<file path="config.mk">
export PLATFORM = sky130hd
export DESIGN_NAME = mru_effect_cache_tags_top
export DESIGN_NICKNAME = d
export VERILOG_FILES = /design/src/sv/mect_pkg.sv /design/src/sv/mect_ctrl.sv /design/src/sv/mect_dp.sv /design/src/sv/mru_effect_cache_tags_top.sv
export SDC_FILE = /design/constraint.sdc
export NUM_CORES = 1
export LEC_CHECK = 0
export BUFFER_PORTS_ARGS = -buffer_cell sky130_fd_sc_hd__buf_2
export CELL_PAD_IN_SITES_DETAIL_PLACEMENT = 1
export CELL_PAD_IN_SITES_GLOBAL_PLACEMENT = 1
export CORE_MARGIN = 3
export CORE_UTILIZATION = 30
export CTS_CLUSTER_SIZE = 40
export DETAILED_ROUTE_END_ITERATION = 10
export GPL_TIMING_DRIVEN = 0
export PLACE_DENSITY = 0.54
export SETUP_SLACK_MARGIN = 0.2
export SYNTH_ARGS = -nofsm -noshare
export SYNTH_HDL_FRONTEND = slang
export SYNTH_HIERARCHICAL = 1
export SYNTH_SLANG_ARGS = --single-unit
</file>
<file path="constraint.sdc">
create_clock -name clk -period 7.9 [get_ports clk]
set_input_delay 0.79 -clock clk [delete_from_list [all_inputs] [get_ports clk]]
set_output_delay 0.79 -clock clk [all_outputs]
set_load 0.05 [all_outputs]
</file>
<file path="src/sv/mect_pkg.sv">
`default_nettype none
// ----------------------------------------------------------------------------
// mect_pkg: shared types and constants for the MRU effect cache tag list
// Sizes of the ordered list, field widths, result codes, register indexes,
// controller states and the command/status bundles between ctrl and datapath.
// ----------------------------------------------------------------------------
package mect_pkg;

	// list geometry
	localparam int CACHE_LIMIT = 12;
	localparam int LIST_DEPTH  = CACHE_LIMIT + 1;
	localparam int RANK_W      = $clog2(LIST_DEPTH);
	localparam int CNT_W       = $clog2(LIST_DEPTH + 1);

	// field widths
	localparam int ID_W     = 15;
	localparam int REQ_W    = 16;
	localparam int STATUS_W = 2;
	localparam int CFG_W    = 15;
	localparam int CFG_IDX_W = 1;

	// register indexes on the config port
	localparam logic [CFG_IDX_W-1:0] REG_CACHE_ENABLE = 1'd0;
	localparam logic [CFG_IDX_W-1:0] REG_EFFECT_COUNT = 1'd1;

	// result codes
	typedef enum logic [STATUS_W-1:0] {
		ST_REJECT = 2'd0,
		ST_HIT    = 2'd1,
		ST_MISS   = 2'd2
	} status_t;

	// controller states
	typedef enum logic [2:0] {
		S_IDLE,
		S_CHECK,
		S_SEARCH,
		S_COMMIT,
		S_OUT
	} state_t;

	// controller -> datapath
	typedef struct packed {
		logic load;      // capture request beat
		logic step;      // advance search index
		logic mark_hit;  // current index matches
		logic commit;    // update list and write hit/miss result
		logic reject;    // write rejected result
	} cmd_t;

	// datapath -> controller
	typedef struct packed {
		logic req_ok;    // request passed the range check
		logic empty;     // list holds no entries
		logic match;     // entry at search index equals request
		logic at_last;   // search index is the last valid entry
	} sts_t;

endpackage
`default_nettype wire

</file>
<file path="src/sv/mect_ctrl.sv">
`default_nettype none
// ----------------------------------------------------------------------------
// mect_ctrl: request sequencer
// Walks one request through range check, linear search from the head,
// list update and result hand-off.
// ----------------------------------------------------------------------------
module mect_ctrl
	import mect_pkg::*;
(
	input  wire  clk,
	input  wire  arst_n,
	input  wire  in_valid,
	output logic in_stall,
	output logic out_valid,
	input  wire  out_stall,
	output cmd_t cmd,
	input  sts_t sts
);

	state_t state_q, state_d;

	// state register
	always_ff @(posedge clk or negedge arst_n) begin
		if (!arst_n) begin
			state_q <= S_IDLE;
		end else begin
			state_q <= state_d;
		end
	end

	// next state
	always_comb begin
		state_d = state_q;
		unique case (state_q)
			S_IDLE: begin
				if (in_valid) state_d = S_CHECK;
			end
			S_CHECK: begin
				if (!sts.req_ok)    state_d = S_OUT;
				else if (sts.empty) state_d = S_COMMIT;
				else                state_d = S_SEARCH;
			end
			S_SEARCH: begin
				if (sts.match || sts.at_last) state_d = S_COMMIT;
			end
			S_COMMIT: begin
				state_d = S_OUT;
			end
			S_OUT: begin
				if (!out_stall) state_d = S_IDLE;
			end
			default: state_d = S_IDLE;
		endcase
	end

	// outputs
	always_comb begin
		cmd       = '0;
		in_stall  = 1'b1;
		out_valid = 1'b0;
		unique case (state_q)
			S_IDLE: begin
				in_stall = 1'b0;
				cmd.load = in_valid;
			end
			S_CHECK: begin
				cmd.reject = !sts.req_ok;
			end
			S_SEARCH: begin
				cmd.mark_hit = sts.match;
				cmd.step     = !sts.match && !sts.at_last;
			end
			S_COMMIT: begin
				cmd.commit = 1'b1;
			end
			S_OUT: begin
				out_valid = 1'b1;
			end
			default: ;
		endcase
	end

endmodule
`default_nettype wire

</file>
<file path="src/sv/mect_dp.sv">
`default_nettype none
// ----------------------------------------------------------------------------
// mect_dp: tag list datapath
// Holds config, the ordered id list and its length, the search index, and
// the result registers. Move-to-front is a single conditional shift on commit.
// ----------------------------------------------------------------------------
module mect_dp
	import mect_pkg::*;
(
	input  wire                  clk,
	input  wire                  arst_n,
	input  wire                  cfg_we,
	input  wire [CFG_IDX_W-1:0]  cfg_index,
	input  wire [CFG_W-1:0]      cfg_wdata,
	input  wire signed [REQ_W-1:0] effect_id,
	input  cmd_t                 cmd,
	output sts_t                 sts,
	output logic [STATUS_W-1:0]  status,
	output logic [RANK_W-1:0]    hit_rank,
	output logic                 evicted_valid,
	output logic [ID_W-1:0]      evicted_id,
	output logic [CNT_W-1:0]     entry_count
);

	logic              enable_q;
	logic [ID_W-1:0]   count_q;
	logic [ID_W-1:0]   id_q;
	logic              ok_q;
	logic              hit_q;
	logic [RANK_W-1:0] idx_q;
	logic [CNT_W-1:0]  len_q;
	logic [ID_W-1:0]   list_q [LIST_DEPTH];

	logic [STATUS_W-1:0] status_q;
	logic [RANK_W-1:0]   rank_q;
	logic                ev_valid_q;
	logic [ID_W-1:0]     ev_id_q;
	logic [CNT_W-1:0]    cnt_q;

	logic              full;
	logic              evict;
	logic [RANK_W-1:0] pos;
	logic [CNT_W-1:0]  len_next;
	logic              req_ok;

	// range check on the incoming beat
	assign req_ok = enable_q && !effect_id[REQ_W-1] && (effect_id[ID_W-1:0] < count_q);

	// config registers
	always_ff @(posedge clk or negedge arst_n) begin
		if (!arst_n) begin
			enable_q <= 1'b1;
			count_q  <= '0;
		end else if (cfg_we) begin
			unique case (cfg_index)
				REG_CACHE_ENABLE: enable_q <= cfg_wdata[0];
				REG_EFFECT_COUNT: count_q  <= cfg_wdata[ID_W-1:0];
				default: ;
			endcase
		end
	end

	// request capture and search index
	always_ff @(posedge clk) begin
		if (cmd.load) begin
			id_q  <= effect_id[ID_W-1:0];
			ok_q  <= req_ok;
			hit_q <= 1'b0;
			idx_q <= '0;
		end else begin
			if (cmd.step)     idx_q <= idx_q + RANK_W'(1);
			if (cmd.mark_hit) hit_q <= 1'b1;
		end
	end

	// status back to the controller
	always_comb begin
		sts.req_ok  = ok_q;
		sts.empty   = (len_q == '0);
		sts.match   = (list_q[idx_q] == id_q);
		sts.at_last = (CNT_W'(idx_q) == len_q - CNT_W'(1));
	end

	// update plan: shift depth and new length
	assign full  = (len_q == CNT_W'(LIST_DEPTH));
	assign evict = !hit_q && full;
	always_comb begin
		if (hit_q) begin
			pos      = idx_q;
			len_next = len_q;
		end else if (full) begin
			pos      = RANK_W'(LIST_DEPTH - 1);
			len_next = len_q;
		end else begin
			pos      = len_q[RANK_W-1:0];
			len_next = len_q + CNT_W'(1);
		end
	end

	// list length
	always_ff @(posedge clk or negedge arst_n) begin
		if (!arst_n) begin
			len_q <= '0;
		end else if (cmd.commit) begin
			len_q <= len_next;
		end
	end

	// move-to-front shift: entries at or above 1 and up to pos slide down
	always_ff @(posedge clk) begin
		if (cmd.commit) begin
			list_q[0] <= id_q;
			for (int j = 1; j < LIST_DEPTH; j++) begin
				if (RANK_W'(j) <= pos) list_q[j] <= list_q[j-1];
			end
		end
	end

	// result registers
	always_ff @(posedge clk) begin
		if (cmd.reject) begin
			status_q   <= ST_REJECT;
			rank_q     <= '0;
			ev_valid_q <= 1'b0;
			ev_id_q    <= '0;
			cnt_q      <= len_q;
		end else if (cmd.commit) begin
			status_q   <= hit_q ? ST_HIT : ST_MISS;
			rank_q     <= hit_q ? idx_q : '0;
			ev_valid_q <= evict;
			ev_id_q    <= evict ? list_q[LIST_DEPTH-1] : '0;
			cnt_q      <= len_next;
		end
	end

	assign status        = status_q;
	assign hit_rank      = rank_q;
	assign evicted_valid = ev_valid_q;
	assign evicted_id    = ev_id_q;
	assign entry_count   = cnt_q;

endmodule
`default_nettype wire

</file>
<file path="src/sv/mru_effect_cache_tags_top.sv">
`default_nettype none
// ----------------------------------------------------------------------------
// mru_effect_cache_tags_top: most-recently-used tag list for effect ids
// Checks each requested id against enable and effect count, searches the
// list from the head, moves a hit to the front or inserts a miss at the
// front (evicting the tail when full), and reports one result beat.
// ----------------------------------------------------------------------------
//  channel | handshake             | payload
//  --------+-----------------------+---------------------------------------
//  in      | in_valid / in_stall   | effect_id
//  out     | out_valid / out_stall | status, hit_rank, evicted_valid,
//          |                       | evicted_id, entry_count
//  cfg     | cfg_we                | cfg_index, cfg_wdata
//
//  One request at a time, one compare per cycle. After accept, a rejected
//  request goes straight to its result beat; a miss or hit is searched from
//  the head and committed first. The block returns to idle once the beat is taken.
//  Reset clears config to enable=1, count=0 and empties the list.
//  in_stall stays high from accept until the result beat is taken.
// ----------------------------------------------------------------------------
module mru_effect_cache_tags_top
	import mect_pkg::*;
(
	input  wire                    clk,
	input  wire                    arst_n,
	input  wire                    cfg_we,
	input  wire [CFG_IDX_W-1:0]    cfg_index,
	input  wire [CFG_W-1:0]        cfg_wdata,
	input  wire                    in_valid,
	output logic                   in_stall,
	input  wire signed [REQ_W-1:0] effect_id,
	output logic                   out_valid,
	input  wire                    out_stall,
	output logic [STATUS_W-1:0]    status,
	output logic [RANK_W-1:0]      hit_rank,
	output logic                   evicted_valid,
	output logic [ID_W-1:0]        evicted_id,
	output logic [CNT_W-1:0]       entry_count
);

	cmd_t cmd;
	sts_t sts;

	mect_ctrl u_ctrl (
		.clk       (clk),
		.arst_n    (arst_n),
		.in_valid  (in_valid),
		.in_stall  (in_stall),
		.out_valid (out_valid),
		.out_stall (out_stall),
		.cmd       (cmd),
		.sts       (sts)
	);

	mect_dp u_dp (
		.clk           (clk),
		.arst_n        (arst_n),
		.cfg_we        (cfg_we),
		.cfg_index     (cfg_index),
		.cfg_wdata     (cfg_wdata),
		.effect_id     (effect_id),
		.cmd           (cmd),
		.sts           (sts),
		.status        (status),
		.hit_rank      (hit_rank),
		.evicted_valid (evicted_valid),
		.evicted_id    (evicted_id),
		.entry_count   (entry_count)
	);

`ifndef NO_ASSERTIONS
	// never take a new beat while a result is pending
	a_no_overlap: assert property (@(posedge clk) disable iff (!arst_n)
		!in_stall |-> !out_valid)
		else $error("input accepted while result pending");

	// rejected beats carry no rank or eviction
	a_reject_clean: assert property (@(posedge clk) disable iff (!arst_n)
		(out_valid && status == ST_REJECT) |-> (hit_rank == '0 && !evicted_valid))
		else $error("rejected result carries hit or eviction");

	// eviction only on a miss into a full list
	a_evict_full: assert property (@(posedge clk) disable iff (!arst_n)
		(out_valid && evicted_valid) |->
			(status == ST_MISS && entry_count == CNT_W'(LIST_DEPTH)))
		else $error("eviction without full-list miss");

	// a hit rank lies inside the list
	a_rank_in_list: assert property (@(posedge clk) disable iff (!arst_n)
		(out_valid && status == ST_HIT) |->
			(CNT_W'(hit_rank) < entry_count))
		else $error("hit rank beyond list length");
`endif

endmodule
`default_nettype wire
</file>
# Word-level counts from Yosys, hierarchy flattened
# Memories as Yosys holds them, arrays and structs flattened. A register that Yosys moved wholly into a read port is not among the register bits.
# Cells that the tools add are included.
# totals
output_inout_bits	28
word_cells	118
ramBits	195
memories	1
inputBits	37
reg_bits	70
# classes
bitwise	1
n_lt_le_gt_ge	13
muxes	61
n_addsub	3
n_eq_ne	10
n_reduce_logical	16
# mem_list
name	words	word_bits	rd	rd_ports_with_merged_regs	write_ports	line_no	source
u_dp.list_q	13	15	14	1	13	mect_dp.sv:32	logic [ID_W-1:0] list_q [LIST_DEPTH];
# op_table
operator	count
$mux W1	44
$mux W4	9
$le A4 B4 Y1 const A	5
$le A3 B4 Y1 const A	4
$eq A15 B15 Y1	1
$lt A15 B15 Y1	1
$mux W15	1
$pmux W3 S5	1
$mux W3	4
$add A4 B1 Y4 const B	2
$le A2 B4 Y1 const A	2
$eq A3 B2 Y1 const B	2
$logic_not A1 Y1	5
$eq A4 B4 Y1	1
$eq A4 B4 Y1 const B	1
$le A1 B4 Y1 const A	1
$logic_and A1 B1 Y1	4
$logic_not A4 Y1	1
$mux W2	2
$ne A2 B2 Y1 const B	2
$reduce_and A2 Y1	2
$sub A4 B1 Y4 const B	1
$eq A3 B1 Y1 const B	1
$eq A3 B3 Y1 const B	1
other kinds (6)	6

# Depth between registers and ports, before layout
# Gate-level depths: netlist (run 1).
# logic_depth
word_depth	7
ltp_mapped	14
depth_no_buf	12

# Cells and area by module
# Netlist (run 1), hierarchy kept.
# modules_own_cells
mod	cells_each	seq_area_each_um2	area_each_um2	n_inst
mect_dp	604	7578.5	10742.8	1
mect_ctrl	22	75.1	195.2	1

# Least setup slack after synthesis (run 1)
# OpenSTA, ideal clock, no wires.
# synth_timing
kind	register to register
from	register u_ctrl.state_q[2]
to	memory u_dp.list_q[9][0] (enable)
slack_ns	4.343
setup_time_ns	0.374
path_buffers	1
stages_incl_launch_ff	7
arrival_time_ns	3.184
required_time_ns	7.526
period_less_slack_ns	3.557
path_cell_list	dfrtp_1 -> nor2b_1 -> and2_1 -> clkbuf_1 -> nand2_1 -> o21ai_0 -> nand2b_1
# synth_rtl
item	line_no	source
from (decl)	mect_ctrl.sv:20	state_t state_q, state_d;
from (signal assigned)	mect_ctrl.sv:27	state_q <= state_d;
to (decl)	mect_dp.sv:32	

==> summary.md, run 1 <==
| Metric | Value |
|---|---|
| RSZ-0062 raised after global routing | `false` |
| Row cnt | `69` |
| Sw frac | `0.289` |
| Post-Syn Instances | `626` |
| Later-pin clock latency in the skew report | `0.54 ns` |
| Register area share after synthesis | `0.700` |
| ANT nets after route | `0` |
| Ys async rst share | `0.0855` |
| I/O Pins | `65` |
| Ratio of final minimum period to clock period | `0.606` |
| Total GRT Usage | `0.151` |
| First-pass GRT wire length | `43700 um` |
| Routed length per placed instance | `24.1 um` |
| Die area | `0.0388 sq mm` |
| Initial antenna violation count | `1` |
| Starting Density | `0.306` |
| CTS Root Cell | `clkbuf_16` |
| Share of layout cells above drive strength 1 | `0.258` |
| Clk pin slew, worst setup/hold paths | `0.06 ns` |
| Sequential Power Share | `0.446` |
| Post-CTS Setup Bufs | `0` |
| Adder-cell share of the synthesized area | `0.0217` |
| # fillers | `3646` |
| Remaining Overflow, GRT | `0` |
| Total number of vias | `6026` |
| Mux cell area share after synthesis | `0.129` |
| P_leak | `4.48 nW` |
| Compound-gate portion of the synthesized area | `0.0438` |
| Core area | `0.0357 sq mm` |
| Crit-path max FO | `10` |
| Outcome | `finished, final reports clean` |
| Synth Area in Simple Gates | `0.0416` |
| Worst Path Arrival | `5.26 ns` |
| Count of nets after finishing | `785` |
| Worst min path class | `in2async` |
| Switching power | `1.12 mW` |
| Most used DFF post-synth | `edfxtp_1` |
| Setup CP Type | `reg2reg` |
| Met2 WL | `14300 um` |
| Cts repair resizes | `0` |
| Crit path launch type | `flip-flop` |
| Number of diodes | `0` |
| Final min period | `4.79 ns` |
| Final WL | `29300 um` |
| Routed vias/inst | `4.96` |
| Number of flops mapped to enable cells by yosys | `215` |
| MaxCap Viol Count | `0` |
| Total number of yosys warnings | `6` |
| Area delta synth->final | `18.0%` |
| H-tree depth | `1` |
| # hold bufs at CTS | `0` |
| Top sig layer | `met4` |
| Final Power | `3.88 mW` |
| DRT Pass-1 Iters | `4` |
| F_max | `209 MHz` |
| Chip Height | `197 um` |
| Synth Area in XOR/XNOR | `0.0448` |
| Largest family of logic cells by synthesized area | `multiplexers` |
| Mapped Area | `0.0109 sq mm` |
| DR DRC count | `0` |
| Cell family with most CP delay | `buffers and inverters` |
| Critical Path Most Common Cell | `buf_2` |
| DIE WIDTH | `197 um` |
| Starting DRT DRC Count | `326` |
| Max transition margin | `0.163` |
| #FFs+latches synth | `269` |
| Logic pwr share | `0.217` |
| Setup Viol. Count Final | `0` |
| TritonCTS buffer count | `30` |
| Clock Power Share | `0.337` |
| Setup_tns | `0 ns` |
| Syn nets | `682` |
| Sink Count | `269` |
| Vias in the first global route | `6783` |
| Placer Congestion | `0.783` |
| M1 WL | `13000 um` |
| Clock buffer depth | `3` |
| WL met3 | `1450 um` |
| Largest net degree at the start of global routing | `24` |
| Pint | `2.76 mW` |
| CP max stage delay | `0.76 ns` |
| Worst slew pin tran | `1.26 ns` |
| Crit. End Element | `flip-flop` |
| Pwr per Cell Area | `301 mW/mm^2` |
| Post-DP HPWL | `20200 um` |
| Final Slew Violations | `0` |
| Slowest-stage cell, CP | `buf_1` |
| Final Hold Fails | `0` |
| Critical path cell sequence | `buf_2 > buf_2 > buf_2 > buf_1 > mux2i_1 > xnor2_1 > nor4_1 > nand4_1 > a221oi_1 > nor2_1 > a2111oi_1 > a31o_1` |
| Unique cell type count in the Yosys netlist | `50` |
| Critical Path RT | `8.37 ns` |
| # port buffers | `64` |
| CP bufs+invs | `4` |
| Peak supply drop | `0.177 mV` |
| TritonCTS clock tree | `built` |
| Mean Syn Cell Area | `17.5 sq um` |
| Clock skew | `0.00824 ns` |
==> layout by cell type (no fill, tap or decap), drive strengths merged, types with 2 or more instances in the layout <==
cell type / n
xor2: 22
a31o: 3
a211oi: 2
edfxtp: 215
clkinv: 7
nand3: 8
nand4: 6
nor2: 23
nor4: 7
clkbuf: 61
nor3: 4
nand2: 14
a21o: 8
ha: 19
xnor2: 34
mux2: 20
mux4: 45
a21oi: 16
dfxtp: 31
a22o: 16
dfrtp: 22
nor2b: 5
mux2i: 16
nor3b: 6
nand2b: 9
inv: 21
o21ai: 8
a31oi: 5
buf: 82
==> Yosys cell counts, drive strengths merged, types with 5 or more instances <==
master	count	share of area
edfxtp	215	0.59
mux4	45	0.093
xnor2	34	0.027
dfxtp	31	0.057
nor2	23	0.0079
dfrtp	22	0.050
xor2	22	0.018
inv	21	0.0072
mux2	20	0.021
ha	19	0.022
a21oi	16	0.0073
a22o	16	0.013
mux2i	16	0.015
clkbuf	14	0.0048
nand2	14	0.0048
buf	11	0.0077
nand2b	9	0.0051
a21o	8	0.0055
nand3	8	0.0037
o21ai	8	0.0037
nor4	7	0.0040
nand4	6	0.0034
nor3b	6	0.0041
a31oi	5	0.0029
nor2b	5	0.0029
==> registers in the layout (all words and copies together) (netlist names), named ones only <==
| register | cells |
|---|---|
| u_ctrl/state_q | 3 |
| u_dp/count_q | 15 |
| u_dp/enable_q | 1 |
| u_dp/entry_count | 4 |
| u_dp/evicted_id | 15 |
| u_dp/evicted_valid | 1 |
| u_dp/hit_q | 1 |
| u_dp/hit_rank | 4 |
| u_dp/id_q | 15 |
| u_dp/idx_q | 4 |
| u_dp/len_q | 4 |
| u_dp/list_q | 195 |
| u_dp/ok_q | 1 |
| u_dp/status | 2 |
==> metal layers <==
metal,track usage,up-vias
met4,0.0333,0
met5,0,-
met3,0.0262,35
li1,-,2640
met2,0.260,192
met1,0.202,3159
==> final cells by class <==
cell class,instances,area [sq um],area share
Buffer,25,136,0.0106
Clock buffer,47,856,0.0663
Clock inverter,9,68.8,0.00533
Inverter,21,78.8,0.00611
Multi-Input combinational cell,311,3090,0.240
Sequential cell,269,7650,0.593
Tap cell,461,577,0.0447
Timing Repair Buffer,71,447,0.0346
==> worst paths after layout <==
kind	start	to	slack, ns	cells after the start
setup / recovery	flip-flop	u_ctrl/state_q[0]	3.11	12
setup reg to reg	flip-flop	u_ctrl/state_q[0]	3.11	12
hold / removal	arst_n	u_dp/count_q[3]	0.22	1
hold reg to reg	u_dp/list_q[10][14]	u_dp/list_q[11][14]	0.44	0
min in group clk	u_dp/list_q[10][14]	u_dp/list_q[11][14]	0.44	0
max in group asynchronous	arst_n	u_dp/enable_q	7.32	1
==> metrics by stage <==
step                 util  worst slack (ns)  hold slack [ns]  cell area, sq um  std cells
detailed placement  0.335              3.03            0.432             12000       1158
CTS                 0.361              3.00            0.218             12900       1214
global placement    0.331              1.30            0.424             11800       1151
global route        0.361              2.78            0.247             12900       1214
floorplan               -              4.34            0.417             10900        626
finish              0.361              3.11            0.221             12900       1214
==> logic make-up (layout without fill, tap and decap cells) <==
group                    count (synthesis)  in the layout
AO/OA/AOI/OAI                           67             67
XOR/XNOR                                56             56
adder cells (fa/ha/maj)                 19             19
buffers and inverters                   46            173
flip-flops                             269            269
multiplexers                            81             81
AND/OR/NAND/NOR                         88             88
==> power groups by stage <==
stage	logic [mW]	clock network, mW	registers [mW]
2_1_floorplan	0.574	0	1.75
3_3_place_gp	0.826	0	1.75
3_5_place_dp	0.852	0	1.76
4_1_cts	0.859	1.35	1.73
5_1_grt	0.922	1.41	1.74
6_report	0.841	1.31	1.73
No activity file was read; power rests on OpenSTA's default activity.
==> run 2: changes to the inputs <==
--- a/config.mk
+++ b/config.mk
@@ -5,6 +5,7 @@
 export SDC_FILE = /design/constraint.sdc
 export NUM_CORES = 1
 export LEC_CHECK = 0
+export ABC_AREA = 1
 export BUFFER_PORTS_ARGS = -buffer_cell sky130_fd_sc_hd__buf_2
 export CELL_PAD_IN_SITES_DETAIL_PLACEMENT = 1
 export CELL_PAD_IN_SITES_GLOBAL_PLACEMENT = 1
@@ -13,7 +14,7 @@
 export CTS_CLUSTER_SIZE = 40
 export DETAILED_ROUTE_END_ITERATION = 10
 export GPL_TIMING_DRIVEN = 0
-export PLACE_DENSITY = 0.54
+export PLACE_DENSITY = 0.6
 export SETUP_SLACK_MARGIN = 0.2
 export SYNTH_ARGS = -nofsm -noshare
 export SYNTH_HDL_FRONTEND = slang
==> constraint.sdc (replaced) <==
create_clock -name clk -period 4.3 [get_ports clk]
set_input_delay 0.43 -clock clk [delete_from_list [all_inputs] [get_ports clk]]
set_output_delay 0.43 -clock clk [all_outputs]
set_load 0.05 [all_outputs]
==> summary.md, run 2 <==
| Metric | Value |
|---|---|
| Post-Syn Instances | `1177 (+88%)` |
| Row cnt | `72 (+4.3%)` |
| Starting DRT DRC Count | `570 (+75%)` |
| DIE WIDTH | `204 um (+3.8%)` |
| DR DRC count | `0 (unchanged)` |
| TritonCTS buffer count | `31 (+3.3%)` |
| Largest net degree at the start of global routing | `24 (unchanged)` |
| Most frequent cells in the layout | `nand2_1 (316), edfxtp_1 (215), inv_1 (144)` |
| First-pass GRT wire length | `55500 um (+27%)` |
| Hold path depth | `2` |
| Clk pin slew, worst setup/hold paths | `0.07 ns (about the same)` |
| Vias in the first global route | `8880 (+31%)` |
| Remaining Overflow, GRT | `0 (unchanged)` |
| I/O Pins | `65 (unchanged)` |
| Starting Density | `0.305 (-0.00112)` |
| Post-CTS Setup Bufs | `0 (unchanged)` |
| Final Slew Violations | `0 (unchanged)` |
| Worst slew pin tran | `0.904 ns (-0.352 ns)` |
| Initial antenna violation count | `0 (-1)` |
| Unique cell type count in the Yosys netlist | `39 (-22%)` |
| Final Hold Fails | `0 (unchanged)` |
| CP bufs+invs | `3 (-1)` |
| Synth cell count leaders | `nand2_1 (316), edfxtp_1 (215), inv_1 (144), nand3_1 (140), nor2_1 (87)` |
| Sink Count | `269 (unchanged)` |
| TritonCTS clock tree | `built` |
| ANT nets after route | `0 (unchanged)` |
| Most area-hungry cell type in the Yosys netlist | `edfxtp_1` |
| #FFs+latches synth | `269 (unchanged)` |
| R2R depth | `18 (+6)` |
| MaxCap Viol Count | `0 (unchanged)` |
| RR Endpoint | `u_dp/idx_q[3]` |
| Setup slack, reg-to-reg | `0.91 ns (-2.20 ns)` |
| Number of flops mapped to enable cells by yosys | `215 (unchanged)` |
| CTS Root Cell | `clkbuf_16` |
| Crit path launch type | `flip-flop` |
| Critical Path Most Common Cell | `nand2_1` |
| Placed Cells | `1770 (+53%)` |
| Worst Path Arrival | `3.82 ns (-1.44 ns)` |
| Hold WS | `0.0557 ns (-0.166 ns)` |
| Slowest-stage cell, CP | `buf_1` |
| Total GRT Usage | `0.177 (+0.0255)` |
| Ys async rst share | `0.0855 (unchanged)` |
| Mean Syn Cell Area | `10.0 sq um (-43%)` |
| Critical path cell sequence | `inv_2 > buf_1 > nand3_1 > nand2_1 > nand2_1 > nand2_1 > nand2_1 > nand2_1 > nor2_1 > nand2_1 > nor2_1 > nor2_1 > nand3_1 > inv_1 > nand2_1 > nor3_1 > a21oi_1 > o21a_1` |
| Worst path depth | `18 (+6)` |
| Util after Layout | `0.362 (+0.00114)` |
| Most used DFF post-synth | `edfxtp_1` |
| Share of layout cells above drive strength 1 | `0.141 (-0.116)` |
| Cts repair resizes | `0 (unchanged)` |
| DRT Pass-1 Iters | `4 (unchanged)` |
| Total number of yosys warnings | `6 (unchanged)` |
| Later-pin clock latency in the skew report | `0.55 ns (about the same)` |
| Crit-path max FO | `10 (unchanged)` |
| Total number of vias | `8632 (+43%)` |
| Mapped Area | `0.0118 sq mm (+8.0%)` |
| Most common cell in the synthesized netlist | `nand2_1` |
| Post-DP HPWL | `26400 um (+31%)` |
| Area share of the largest cell type after synthesis | `0.547 (-0.0436)` |
| P_leak | `5.90 nW (+32%)` |
| # port buffers | `64 (unchanged)` |
| Register area share after synthesis | `0.648 (-0.0517)` |
| Placement Setup Slack | `0.900 ns (-2.13 ns)` |
| Clock skew | `0.0145 ns (+0.00623 ns)` |
| Critical Path RT | `4.74 ns (-3.63 ns)` |
| CP max stage delay | `0.66 ns (-0.10 ns)` |
| Ratio of final minimum period to clock period | `0.788 (+0.182)` |
| Crit. End Element | `flip-flop` |
| Outcome | `finished, final reports clean` |
| Setup_tns | `0 ns (unchanged)` |
| Hold path startpoint | `cfg_we` |
| Routed length per placed instance | `20.1 um (-17%)` |
| Syn nets | `1233 (+81%)` |
| Final Worst Setup Slack | `0.913 ns (-2.20 ns)` |
| Worst min path class | `in2reg` |
| Max reg flops | `195 (unchanged)` |
| Final non-filler cell total | `1828 (+51%)` |
| Final min period | `3.39 ns (-1.40 ns)` |
| Number of diodes | `0 (unchanged)` |
| Final WL | `36700 um (+25%)` |
| F_max | `295 MHz (+41%)` |
| Cell family with most CP delay | `simple AND/OR/NAND/NOR gates` |
| Setup CP Type | `reg2reg` |
| Count of nets after finishing | `1342 (+71%)` |
| H-tree depth | `1 (unchanged)` |
| Largest reg by FF count | `u_dp/list_q` |
| Chip Height | `204 um (+3.8%)` |
| Clock buffer depth | `3 (unchanged)` |
| Max transition margin | `0.396 (+0.234)` |
| Most common cell after layout, fill and taps aside | `nand2_1` |
| Peak supply drop | `0.287 mV (+62%)` |
| Synth top area cells | `edfxtp_1 (55%), nand2_1 (10%), nand3_1 (5.9%), dfxtp_1 (5.3%), dfrtp_1 (4.7%)` |
| RSZ-0062 raised after global routing | `false` |
| Hold path endpoint | `u_dp/enable_q` |
| Setup Viol. Count Final | `0 (unchanged)` |
| Pwr per Cell Area | `583 mW/mm^2 (+94%)` |
| Die area | `0.0418 sq mm (+7.7%)` |
| Area delta synth->final | `18.8%` |
| Placer Congestion | `0.839 (+7.1%)` |
| # hold bufs at CTS | `1 (+1)` |
| Routed vias/inst | `4.72 (-4.9%)` |
| Core area | `0.0387 sq mm (+8.4%)` |
==> run 2: cell types whose count changed after synthesis, sizes merged, moves of 32 or more <==
| cell | change |
|---|---|
| inv | +128 |
| mux4 | -45 |
| nand2 | +302 |
| nand3 | +132 |
| nor2 | +66 |
| o21ai | +51 |
| xnor2 | -32 |
==> run 2: layout make-up <==
cell class,count,area (sq um)
Fill cell,4427,24700
Sequential cell,269,7650
Multi-Input combinational cell,707,3340
Clock buffer,34,807
Tap cell,518,648
Inverter,150,566
Timing Repair Buffer,76,520
Buffer,51,304
Clock inverter,23,195
==> run 2: cells by family after synthesis <==
logic type	share of synthesized area
AOI/OAI and AO/OA	0.0560
buffers and inverters	0.0736
adders and majority gates	0.0201
DFF	0.648
xor gates and xnor gates	0.00222
and+or+nand+nor	0.200
==> run 2: worst register-to-register path, cell delays in order (launching register included) <==
cell	delay, ns
dfxtp_1	0.44
inv_2	0.33
buf_1	0.66
nand3_1	0.15
nand2_1	0.25
nand2_1	0.09
nand2_1	0.06
nand2_1	0.07
nand2_1	0.09
nor2_1	0.04
nand2_1	0.05
nor2_1	0.06
nor2_1	0.11
nand3_1	0.11
inv_1	0.17
nand2_1	0.11
nor3_1	0.25
a21oi_1	0.11
o21a_1	0.13
==> run 2: worst max-delay path by stage <==
stage                       from  slack [ns]                 end
2_1_floorplan  u_ctrl/state_q[0]        0.41   u_dp/list_q[9][0]
3_3_place_gp   u_ctrl/state_q[1]       -1.82  u_dp/list_q[9][13]
3_5_place_dp           flip-flop        0.90           flip-flop
4_1_cts                flip-flop        0.88       u_dp/idx_q[3]
5_1_grt                flip-flop        0.60       u_dp/idx_q[3]
6_report               flip-flop        0.91       u_dp/idx_q[3]
==> run 2: power breakdown <==
| part | internal [mW] | switching (mW) | leakage, nW | total (mW) |
|---|---|---|---|---|
| registers | 3.03 | 0.135 | 2.46 | 3.16 |
| logic | 0.728 | 1.69 | 2.95 | 2.42 |
| clock network | 1.52 | 1.08 | 0.487 | 2.60 |
==> run 2: stage by stage <==
| stage | power (mW) | instance area (sq um) |
|---|---|---|
| 2_1_floorplan | 4.74 | 11800 |
| 6_report | 8.18 | 14000 |
| 3_3_place_gp | 5.52 | 12800 |
| 5_1_grt | 8.67 | 14000 |
| 4_1_cts | 8.27 | 14000 |
| 3_5_place_dp | 5.64 | 13000 |
==> run 2: per-layer routing <==
metal | share of wire | wire (um) | GRT usage
met5 | 0 | 0 | 0
met4 | 0.017 | 610 | 0.0327
met3 | 0.053 | 1960 | 0.0252
met2 | 0.46 | 17000 | 0.291
met1 | 0.47 | 17100 | 0.251
==> run 3: changes to the inputs <==
--- a/config.mk
+++ b/config.mk
@@ -14,7 +14,7 @@
 export CTS_CLUSTER_SIZE = 40
 export DETAILED_ROUTE_END_ITERATION = 10
 export GPL_TIMING_DRIVEN = 0
-export PLACE_DENSITY = 0.6
+export PLACE_DENSITY = 0.58
 export SETUP_SLACK_MARGIN = 0.2
 export SYNTH_ARGS = -nofsm -noshare
 export SYNTH_HDL_FRONTEND = slang
==> constraint.sdc (replaced) <==
create_clock -name clk -period 3.4 [get_ports clk]
set_input_delay 0.34 -clock clk [delete_from_list [all_inputs] [get_ports clk]]
set_output_delay 0.34 -clock clk [all_outputs]
set_load 0.05 [all_outputs]
==> summary.md, run 3 (synthesis gave the netlist of run 2 again) <==
| Metric | Value |
|---|---|
| Pwr per Cell Area | `730 mW/mm^2 (+25%)` |
| Most frequent cells in the layout | `nand2_1 (315), edfxtp_1 (215), inv_1 (142)` |
| Crit. End Element | `flip-flop` |
| Total GRT Usage | `0.180 (+0.00347)` |
| Clk pin slew, worst setup/hold paths | `0.06 ns (about the same)` |
| Largest net degree at the start of global routing | `24 (unchanged)` |
| Share of layout cells above drive strength 1 | `0.148 (+0.00720)` |
| TritonCTS buffer count | `31 (unchanged)` |
| First-pass GRT wire length | `56300 um (+1.4%)` |
| Hold WS | `0.0211 ns (-0.0346 ns)` |
| Sink Count | `269 (unchanged)` |
| Final Worst Setup Slack | `0.438 ns (-0.476 ns)` |
| Logic pwr share | `0.300 (+0.004)` |
| Worst slew pin tran | `0.985 ns (+0.0808 ns)` |
| Largest reg by FF count | `u_dp/list_q` |
| Routed length per placed instance | `20.2 um (+0.78%)` |
| DRT Pass-1 Iters | `5 (+1)` |
| Starting DRT DRC Count | `686 (+20%)` |
| DIE WIDTH | `204 um (unchanged)` |
| Clock Power Share | `0.318 (about the same)` |
| Worst Path Arrival | `3.42 ns (-0.40 ns)` |
| CP max stage delay | `0.35 ns (-0.31 ns)` |
| Sequential Power Share | `0.383 (-0.004)` |
| Peak supply drop | `0.388 mV (+35%)` |
| Total number of vias | `8765 (+1.5%)` |
| Switching power | `3.74 mW (+29%)` |
| Max transition margin | `0.340 (-0.0568)` |
| I/O Pins | `65 (unchanged)` |
| Crit-path max FO | `10 (unchanged)` |
| Setup Viol. Count Final | `0 (unchanged)` |
| Later-pin clock latency in the skew report | `0.57 ns (+0.02 ns)` |
| Critical Path Most Common Cell | `nand2_1` |
| Initial antenna violation count | `0 (unchanged)` |
| TritonCTS clock tree | `built` |
| Routed vias/inst | `4.73 (+0.22%)` |
| Final min period | `2.96 ns (-0.424 ns)` |
| Row cnt | `72 (unchanged)` |
| Clock buffer depth | `3 (unchanged)` |
| Hold path depth | `3 (+1)` |
| # port buffers | `64 (unchanged)` |
| Area delta synth->final | `21.6%` |
| Final Hold Fails | `0 (unchanged)` |
| Ratio of final minimum period to clock period | `0.871 (+0.0837)` |
| Chip Height | `204 um (unchanged)` |
| RSZ-0062 raised after global routing | `false` |
| Placement Setup Slack | `-1.30 ns (-2.20 ns)` |
| Outcome | `finished, final reports clean` |
| MaxCap Viol Count | `0 (unchanged)` |
| R2R depth | `20 (+2)` |
| RR Endpoint | `u_dp/idx_q[3]` |
| DR DRC count | `0 (unchanged)` |
| Remaining Overflow, GRT | `0 (unchanged)` |
| Max reg flops | `195 (unchanged)` |
| Vias in the first global route | `9028 (+1.7%)` |
| H-tree depth | `1 (unchanged)` |
| Final Slew Violations | `0 (unchanged)` |
| Worst setup path endpoint | `u_dp/idx_q[3]` |
| Sw frac | `0.357 (+0.00231)` |
| Count of nets after finishing | `1365 (+1.7%)` |
| ANT nets after route | `0 (unchanged)` |
| Core area | `0.0387 sq mm (unchanged)` |
| P_leak | `6.01 nW (+1.9%)` |
| Slowest-stage cell, CP | `dfxtp_1` |
| Critical path cell sequence | `buf_6 > inv_2 > buf_6 > buf_6 > o211ai_2 > nand3_1 > nand3_1 > nand3b_1 > nand2_1 > nand2_1 > nor2_1 > nand2_1 > nor2_1 > nor2_1 > nand3_1 > inv_1 > nand2_1 > nor3_2 > a21oi_1 > o21a_1` |
| Starting Density | `0.305 (unchanged)` |
| Final WL | `37400 um (+2.1%)` |
| Setup CP Type | `reg2reg` |
| Number of diodes | `0 (unchanged)` |
| Pint | `6.74 mW (+28%)` |
| Most common cell after layout, fill and taps aside | `nand2_1` |
| Placer Congestion | `0.805 (-4.0%)` |
| Setup slack, reg-to-reg | `0.44 ns (-0.48 ns)` |
| Critical Path RT | `3.86 ns (-0.88 ns)` |
| Crit path launch type | `flip-flop` |
| F_max | `338 MHz (+14%)` |
| Post-DP HPWL | `26100 um (-1.2%)` |
| Die area | `0.0418 sq mm (unchanged)` |
| Worst min path class | `in2reg` |
| Clock skew | `0.0123 ns (-0.00218 ns)` |
| CTS Root Cell | `clkbuf_16` |
-- run 3: power by group through the flow --
stage | sequential [mW] | clock (mW) | combinational [mW]
floorplan | 4.11 | 0 | 1.90
global placement | 4.07 | 0 | 2.94
detailed placement | 4.08 | 0 | 3.05
CTS | 4.01 | 3.42 | 3.14
global route | 4.04 | 3.54 | 3.50
finish | 4.01 | 3.33 | 3.14
-- run 3: worst max-delay path: cells and delay by family, from the launching register on --
family                 cells  cell delay, ns
AND/OR/NAND/NOR           12            1.35
flip-flops                 1            0.35
buffers and inverters      5            0.79
AO/OA/AOI/OAI              3            0.32
-- run 3: layout make-up --
cell class                 count  area, sq um
tap                          518          648
sequential                   269         7650
inverter                     150          569
multi-input combinational    708         3400
timing repair buffer          98          733
buffer                        51          337
clock buffer                  42          880
fill                        4413        24400
clock inverter                16          136
-- run 3: through the flow --
| step | area, sq um | util | setup TNS [ns] | std cells | power [mW] |
|---|---|---|---|---|---|
| floorplan | 11800 | - | 0 | 1177 | 6.01 |
| global placement | 12800 | 0.331 | -137.91 | 1759 | 7.01 |
| detailed placement | 12900 | 0.334 | -99.69 | 1764 | 7.13 |
| CTS | 14300 | 0.370 | 0 | 1852 | 10.6 |
| global route | 14400 | 0.371 | 0 | 1852 | 11.1 |
| finish | 14400 | 0.371 | 0 | 1852 | 10.5 |
-- run 3: worst min-delay path by stage --
stage	from	to	slack [ns]
after floorplan	arst_n	u_ctrl/state_q[0]	0.04
after global placement	arst_n	u_dp/len_q[1]	0.38
after detailed placement	arst_n	u_dp/len_q[1]	0.39
after CTS	cfg_wdata[9]	u_dp/count_q[9]	0.001
after global routing	cfg_wdata[1]	u_dp/count_q[1]	0.03
final	cfg_wdata[12]	u_dp/count_q[12]	0.02
-- run 3: layer usage --
| metal | part of all wire | track usage | up-vias | wire length (um) |
|---|---|---|---|---|
| li1 | - | - | 4183 | - |
| met5 | 0 | 0 | - | 0 |
| met1 | 0.47 | 0.257 | 4331 | 17500 |
| met3 | 0.051 | 0.0266 | 56 | 1910 |
| met4 | 0.022 | 0.0393 | 0 | 818 |
| met2 | 0.46 | 0.292 | 195 | 17200 |
-- run 3: repair_timing --
item	CTS	global route
gates resized for setup	14	16
pin swaps	2	0
hold buffers	23	0
gates cloned	1	0
endpoints found under the setup margin	142	19
hold endpoints to repair	43	0
setup buffers	6	0
